**config.mk**
```make
export PLATFORM = sky130hd
export DESIGN_NAME = hsoc_ctrl
export DESIGN_NICKNAME = d
export VERILOG_FILES = /design/src/hw/rtl/hsoc_pkg.sv /design/src/hw/rtl/hsoc_ctrl.sv
export SDC_FILE = /design/constraint.sdc
export NUM_CORES = 1
export LEC_CHECK = 0
export ABC_AREA = 1
export BUFFER_PORTS_ARGS = -buffer_cell sky130_fd_sc_hd__buf_4
export CAP_MARGIN = 15
export CORE_MARGIN = 1
export CORE_UTILIZATION = 30
export CTS_CLUSTER_SIZE = 16
export DETAILED_ROUTE_END_ITERATION = 16
export HOLD_SLACK_MARGIN = 0.05
export PLACE_DENSITY = 0.54
export SLEW_MARGIN = 0
export SYNTH_ARGS = -nofsm -noshare
export SYNTH_HDL_FRONTEND = slang
export SYNTH_SLANG_ARGS = --single-unit
```
**constraint.sdc**
```tcl
create_clock -name clk -period 1.8 [get_ports clk]
set_clock_uncertainty 0.2 [all_clocks]
set_input_delay 0.18 -clock clk [delete_from_list [all_inputs] [get_ports clk]]
set_output_delay 0.18 -clock clk [all_outputs]
set_load 0.01 [all_outputs]
```
**src/hw/rtl/hsoc_pkg.sv**
```systemverilog
// hsoc_pkg: shared widths, datapath command codes and the saturating counter add
// for the heap sort engine; used by the controller, the datapath and the top level
`timescale 1ns / 1ps

package hsoc_pkg;

  localparam int VALUE_W          = 32;
  localparam int INDEX_W          = 10;
  localparam int COUNT_W          = 24;
  localparam int DEF_MAX_ELEMENTS = 1024;

  localparam logic [COUNT_W-1:0] COUNT_MAX = '1;

  // datapath commands, one per cycle from the controller
  localparam int OP_W = 5;
  localparam logic [OP_W-1:0] OP_NONE   = 5'd0;
  localparam logic [OP_W-1:0] OP_LOAD   = 5'd1;
  localparam logic [OP_W-1:0] OP_READ   = 5'd2;
  localparam logic [OP_W-1:0] OP_OUT    = 5'd3;
  localparam logic [OP_W-1:0] OP_INIT   = 5'd4;
  localparam logic [OP_W-1:0] OP_SSTART = 5'd5;
  localparam logic [OP_W-1:0] OP_SHELD  = 5'd6;
  localparam logic [OP_W-1:0] OP_CHILD  = 5'd7;
  localparam logic [OP_W-1:0] OP_RDA    = 5'd8;
  localparam logic [OP_W-1:0] OP_RDB    = 5'd9;
  localparam logic [OP_W-1:0] OP_CMP    = 5'd10;
  localparam logic [OP_W-1:0] OP_SEND_B = 5'd11;
  localparam logic [OP_W-1:0] OP_SEND_X = 5'd12;
  localparam logic [OP_W-1:0] OP_XSTART = 5'd13;
  localparam logic [OP_W-1:0] OP_SWA    = 5'd14;
  localparam logic [OP_W-1:0] OP_SWB    = 5'd15;
  localparam logic [OP_W-1:0] OP_SWC    = 5'd16;
  localparam logic [OP_W-1:0] OP_SWD    = 5'd17;
  localparam logic [OP_W-1:0] OP_DONE   = 5'd18;

  typedef struct packed {
    logic child_gt;   // first child of pos lies past the bound
    logic child_lt;   // first child has a right sibling inside the bound
    logic b_less;     // right sibling smaller than left child
    logic c_less;     // chosen child smaller than the held value
    logic top_zero;
    logic ext_one;
    logic n_zero;
    logic n_lt2;
    logic out_busy;   // result waits and downstream stalls
  } dp_status_t;

  function automatic logic [COUNT_W-1:0] sat_add(input logic [COUNT_W-1:0] a,
                                                 input logic [1:0] inc);
    logic [COUNT_W:0] s;
    s = {1'b0, a} + {{(COUNT_W - 1){1'b0}}, inc};
    return s[COUNT_W] ? COUNT_MAX : s[COUNT_W-1:0];
  endfunction

endpackage

```
**src/hw/rtl/hsoc_ctrl.sv**
```systemverilog
// hsoc_ctrl: sequencing state machine of the heap sort engine
// depends on hsoc_pkg for command codes and the status struct
`timescale 1ns / 1ps

module hsoc_ctrl (
  input  logic                    clk,
  input  logic                    rst,
  input  logic                    in_valid,
  input  logic                    cmd,
  input  logic                    last,
  input  hsoc_pkg::dp_status_t    status,
  output logic                    in_stall,
  output logic [hsoc_pkg::OP_W-1:0] op
);
  import hsoc_pkg::*;

  localparam logic [3:0] S_IDLE   = 4'd0;
  localparam logic [3:0] S_RDW    = 4'd1;
  localparam logic [3:0] S_INIT   = 4'd2;
  localparam logic [3:0] S_SSTART = 4'd3;
  localparam logic [3:0] S_SHELD  = 4'd4;
  localparam logic [3:0] S_CHILD  = 4'd5;
  localparam logic [3:0] S_RDA    = 4'd6;
  localparam logic [3:0] S_RDB    = 4'd7;
  localparam logic [3:0] S_CMP    = 4'd8;
  localparam logic [3:0] S_SEND   = 4'd9;
  localparam logic [3:0] S_XSTART = 4'd10;
  localparam logic [3:0] S_SWA    = 4'd11;
  localparam logic [3:0] S_SWB    = 4'd12;
  localparam logic [3:0] S_SWC    = 4'd13;
  localparam logic [3:0] S_SWD    = 4'd14;
  localparam logic [3:0] S_DONE   = 4'd15;

  logic [3:0] state, state_next;
  logic       extract, extract_next;

  assign in_stall = (state != S_IDLE);

  always_comb begin
    state_next   = state;
    extract_next = extract;
    op           = OP_NONE;
    case (state)
      S_IDLE: begin
        if (in_valid) begin
          if (cmd) begin
            op         = OP_READ;
            state_next = S_RDW;
          end else begin
            op = OP_LOAD;
            if (last) state_next = S_INIT;
          end
        end
      end
      S_RDW: begin
        if (!status.out_busy) begin
          op         = OP_OUT;
          state_next = S_IDLE;
        end
      end
      S_INIT: begin
        op           = OP_INIT;
        extract_next = 1'b0;
        state_next   = status.n_zero ? S_DONE : S_SSTART;
      end
      S_SSTART: begin
        op         = OP_SSTART;
        state_next = S_SHELD;
      end
      S_SHELD: begin
        op         = OP_SHELD;
        state_next = S_CHILD;
      end
      S_CHILD: begin
        op         = OP_CHILD;
        state_next = status.child_gt ? S_SEND : S_RDA;
      end
      S_RDA: begin
        op         = OP_RDA;
        state_next = status.child_lt ? S_RDB : S_CMP;
      end
      S_RDB: begin
        op         = OP_RDB;
        state_next = S_CMP;
      end
      S_CMP: begin
        op         = OP_CMP;
        state_next = status.c_less ? S_CHILD : S_SEND;
      end
      S_SEND: begin
        if (extract) begin
          op         = OP_SEND_X;
          state_next = status.ext_one ? S_DONE : S_SWA;
        end else begin
          op = OP_SEND_B;
          if (!status.top_zero) state_next = S_SSTART;
          else state_next = status.n_lt2 ? S_DONE : S_XSTART;
        end
      end
      S_XSTART: begin
        op           = OP_XSTART;
        extract_next = 1'b1;
        state_next   = S_SWA;
      end
      S_SWA: begin
        op         = OP_SWA;
        state_next = S_SWB;
      end
      S_SWB: begin
        op         = OP_SWB;
        state_next = S_SWC;
      end
      S_SWC: begin
        op         = OP_SWC;
        state_next = S_SWD;
      end
      S_SWD: begin
        op         = OP_SWD;
        state_next = S_SSTART;
      end
      S_DONE: begin
        op         = OP_DONE;
        state_next = S_IDLE;
      end
      default: begin
        state_next = S_IDLE;
      end
    endcase
  end

  always_ff @(posedge clk) begin
    if (rst) begin
      state   <= S_IDLE;
      extract <= 1'b0;
    end else begin
      state   <= state_next;
      extract <= extract_next;
    end
  end

  // a sort starts only from an accepted load marked last
  a_sort_entry: assert property (@(posedge clk) disable iff (rst)
    (state == S_IDLE) && (state_next == S_INIT) |-> in_valid && !cmd && last)
    else $error("sort started without a last load");

endmodule

```
# [Word-level counts from Yosys, hierarchy flattened]
# Index checks and enable logic that the tools add are counted.
# W data, S select, Z words.
[word_totals] elab_cells=43 latch_bits=0 ramBits=0 ff_bits=5 rom_bits=0 memories=0
[op_classes] n_addsub=0 div_mod_pow=0 multipliers=0 n_eq_ne=18 n_bitwise=0 shift=0 n_mux=19 magnitude_cmp=0 n_reduce_logical=4
[ops] operator="$pmux W5 S16" n=1
[ops] operator="$pmux W4 S16" n=1
[ops] operator="$mux W4" n=10
[ops] operator="$eq A4 B4 Y1 const B" n=8
[ops] operator="$eq A4 B3 Y1 const B" n=4
[ops] operator="$mux W3" n=3
[ops] operator="$eq A4 B2 Y1 const B" n=2
[ops] operator="$mux W2" n=3
[ops] operator="$eq A4 B1 Y1 const B" n=1
[ops] operator="$logic_not A4 Y1" n=1
[ops] operator="$ne A2 B2 Y1 const B" n=2
[ops] operator="$reduce_bool A4 Y1" n=1
[ops] operator="$ne A3 B3 Y1 const B" n=1
[ops] operator="$reduce_and A3 Y1" n=1
[ops] operator="$pmux W1 S2" n=1
[ops] operator="$reduce_bool A2 Y1" n=1

# [Depth between registers and ports, before layout]
[logic_depth] depth_word=4 mapped_depth=9 mapped_depth_nobuf=8

# [Least setup slack after synthesis]
# OpenSTA, ideal clock, no wires.
[synth_path] kind="register -> output" startpoint="register state[2]" endpoint="output port op[0] in the netlist's numbering" t_arrival_ns=1.160 path_slack_ns=0.260 required_time_ns=1.420 stages_incl_launch_ff=10 path_cell_list="dfxtp_1 buf_4 nor2_4 inv_1 nor2_4 inv_2 or2_1 nand2_1 nand2_1 nand2_1"
[synth_between] elab_chain_len=2 word_cells_on_any_way=17
[synth_rtl] item="from (decl)" line="hsoc_ctrl.sv:34" source="logic [3:0] state, state_next;"
[synth_rtl] item="from (signal assigned)" line="hsoc_ctrl.sv:136" source="state <= state_next;"
[synth_rtl] item="$eq A4 B4 Y1 (tied with other cells)" line="hsoc_ctrl.sv:43" source="case (state)"
[synth_rtl] item="$pmux W5 S16 (*)" line="hsoc_ctrl.sv:43"
[synth_rtl] item="to (decl)" line="hsoc_ctrl.sv:13" source="output logic [hsoc_pkg::OP_W-1:0] op"
# Every way passes the cells marked *; elsewhere a longest branch is shown, timed or not.

# [Final worst setup path]
[layout_path] startpoint="register state[1]" endpoint="output port op[0] in the netlist's numbering"
# Same word-level chain as after synthesis.

==> key figures <==
Clock network
  – Root buf cell: clkbuf_4
  – H-Tree Level Count: 1
  – Num Clock Sinks: 5
  – TritonCTS clock tree: built
  – Later-pin clock latency in the skew report: 0.23 ns
  – Clock Pin Slew Worst Setup and Hold Paths: 0.04 ns
  – Max Buffers Root-to-Sink: 2
  – CTS Buf Count: 3

Critical path
  – Critical Path Sink Type: output pin
  – CP most frequent cell: nand2_1
  – Worst Path Max Fanout: 4
  – Critical path class: flip-flop to output pin
  – CP required: 1.42 ns
  – Worst path slowest cell: dfxtp_4
  – CP Cell Sequence: nor2_4 -> inv_2 -> nor2_4 -> inv_2 -> or2_1 -> nand2_1 -> nand2_1 -> nand2_1 -> buf_4
  – WP data arrival: 1.41 ns
  – Crit path launch type: flip-flop
  – CP max stage delay: 0.35 ns

Yosys
  – Synthesized instance count: 105
  – Post-Syn Nets: 119
  – Synth warn: 0
  – Synthesis-stage register bit count: 5
  – Syn Area/Cell: 5.601 um2
  – Distinct cells, synth: 20
  – Register area share after synthesis: 17.02%
  – Cell area after synthesis: 588.1 um2

Global routing
  – Initial antenna violation count: 0
  – First-pass GRT wire length: 2.849 mm
  – Largest net degree at the start of global routing: 7
  – Total Routing Usage GR: 19.10%
  – Vias in the first global route: 716
  – Total gr overflow: 0

Floorplan
  – Die ar.: 2141 um2
  – Die height: 46.28 um
  – Initial core utilization: 32.98%
  – Die width: 46.28 um
  – Top-Level Pins: 20
  – Std cell rows: 15
  – Placeable core area: 1783 um2

Timing
  – Setup Viol. Count Final: 0
  – Slew headroom: 83.10%
  – Max-slew violations: 0
  – Minimum clock period: 1.789 ns
  – Final hold violation count: 0
  – Setup tns final: 0 ns
  – Final Cycle Share: 99.38%
  – Slew @ Worst Pin: 0.2515 ns
  – RSZ-0062 raised after global routing: true
  – Fmax: 559.0 MHz
  – Hold slack final: 0.1204 ns
  – Final setup margin: 0.01116 ns

Drt
  – Residual DRC: 0
  – First-pass DRT Iterations: 4
  – Routed WL: 1.675 mm
  – Avg WL per Cell: 10.21 um
  – DR vias: 750
  – Vias per cell: 4.573
  – Initial DRC Count: 19
  – Antenna-violating nets left: 0

Layout
  – Layout area overhead: 51.06%
  – Final Util: 49.82%
  – Layout cells sized above 1: 38.85%
  – Most frequent cells in the layout: buf_4 (30), nand2_1 (27), nand3_1 (14)
  – Commonest non-fill, non-tap cell in the layout: buf_4
  – Nets@finish: 154
  – # diodes: 0

Power and ir drop
  – Pleak: 0.4369 nW
  – PD cells: 1608 nW/um2
  – Peak supply drop: 0.7011 mV
  – Total power: 1.429 mW

Hold path
  – Worst min-delay path class: primary input to flip-flop

Place
  – Post-DP HPWL: 1.421 mm
  – Pre-CTS setup slack: 0.1598 ns
  – Gpl congestion: 0.9230
  – Port buffer count: 18

Run
  – Max-cap violations: 0

Outcome
  – Status: complete, no violations
-- routing by layer --
| layer | GRT usage (%) | part of all wire (%) | routed length (um) | up-vias |
|---|---|---|---|---|
| li1 | - | - | - | 408 |
| met1 | 24.59 | 49 | 821 | 319 |
| met2 | 28.73 | 46 | 771 | 19 |
| met3 | 3.137 | 2.4 | 41 | 4 |
| met4 | 12.94 | 2.4 | 41 | 0 |
| met5 | 0 | 0 | 0 | - |
-- state kept, by name, summed over array words and instances (netlist names) --
name     flops
extract      1
state        4
-- cells in the mapped netlist, drive strengths merged --
library cell / n / area (um2)
nor3: 2 / 15.01
or2: 1 / 6.260
o21ai: 5 / 25.02
o211ai: 2 / 15.01
buf: 2 / 15.01
nand3: 15 / 80.08
nand3b: 2 / 15.01
inv: 15 / 56.31
a21oi: 9 / 45.04
dfxtp: 5 / 100.1
o31ai: 1 / 7.510
nand2: 29 / 111.4
nor2: 17 / 96.34
-- cell type report --
cell class | instances | area (um2)
clock buffers | 4 | 26.28
repair buffers | 32 | 245.2
flip-flops and latches | 5 | 110.1
inverters | 15 | 56.30
well taps | 25 | 31.28
multi-input cells | 83 | 419.2
fillers | 190 | 894.6
-- metrics by stage --
step	cell area (um2)	instances
after floorplan	588.1	105
after global placement	807.0	155
after detailed placement	807.0	155
after CTS	885.9	164
after global routing	888.4	164
final	888.4	164
-- power breakdown --
group	total (mW)	switching (mW)	internal, mW	leakage, nW
sequential	0.226	0.0644	0.162	0.0430
clock	0.125	0.0411	0.0835	0.0150
combinational	1.08	0.576	0.502	0.379
total	1.43	0.681	0.747	0.437
-- path summary, 6_finish.rpt --
kind / start / end / slack, ns / cells after the start
worst max register to register: state[3] / state[0] / 0.30 / 6
worst min-delay path: status[5] / state[3] / 0.12 / 4
worst max-delay path: state[1] / op[0] / 0.01 / 9
worst min register to register: extract / extract / 0.30 / 2
-- logic make-up after synthesis --
| kind of cell | after synthesis | share of synthesized area, % |
|---|---|---|
| buffers and inverters | 17 | 12.13 |
| flip-flops | 5 | 17.02 |
| AND/OR/NAND/NOR | 66 | 55.11 |
| AO/OA/AOI/OAI | 17 | 15.74 |
-- critical path, delay by kind of cell, from the launching register on --
family | cells | cell delay, ns
DFF | 1 | 0.35
buffers and inverters | 3 | 0.22
and+or+nand+nor | 6 | 0.60
-- what timing repair did --
action	in CTS	in global routing
endpoints found under the setup margin	5	3
hold buffers	2	0
setup buffers	3	0
gates resized for setup	7	1
pin swaps	3	0
endpoints found under the hold margin	5	0
Power figures use the tool's default switching activity.
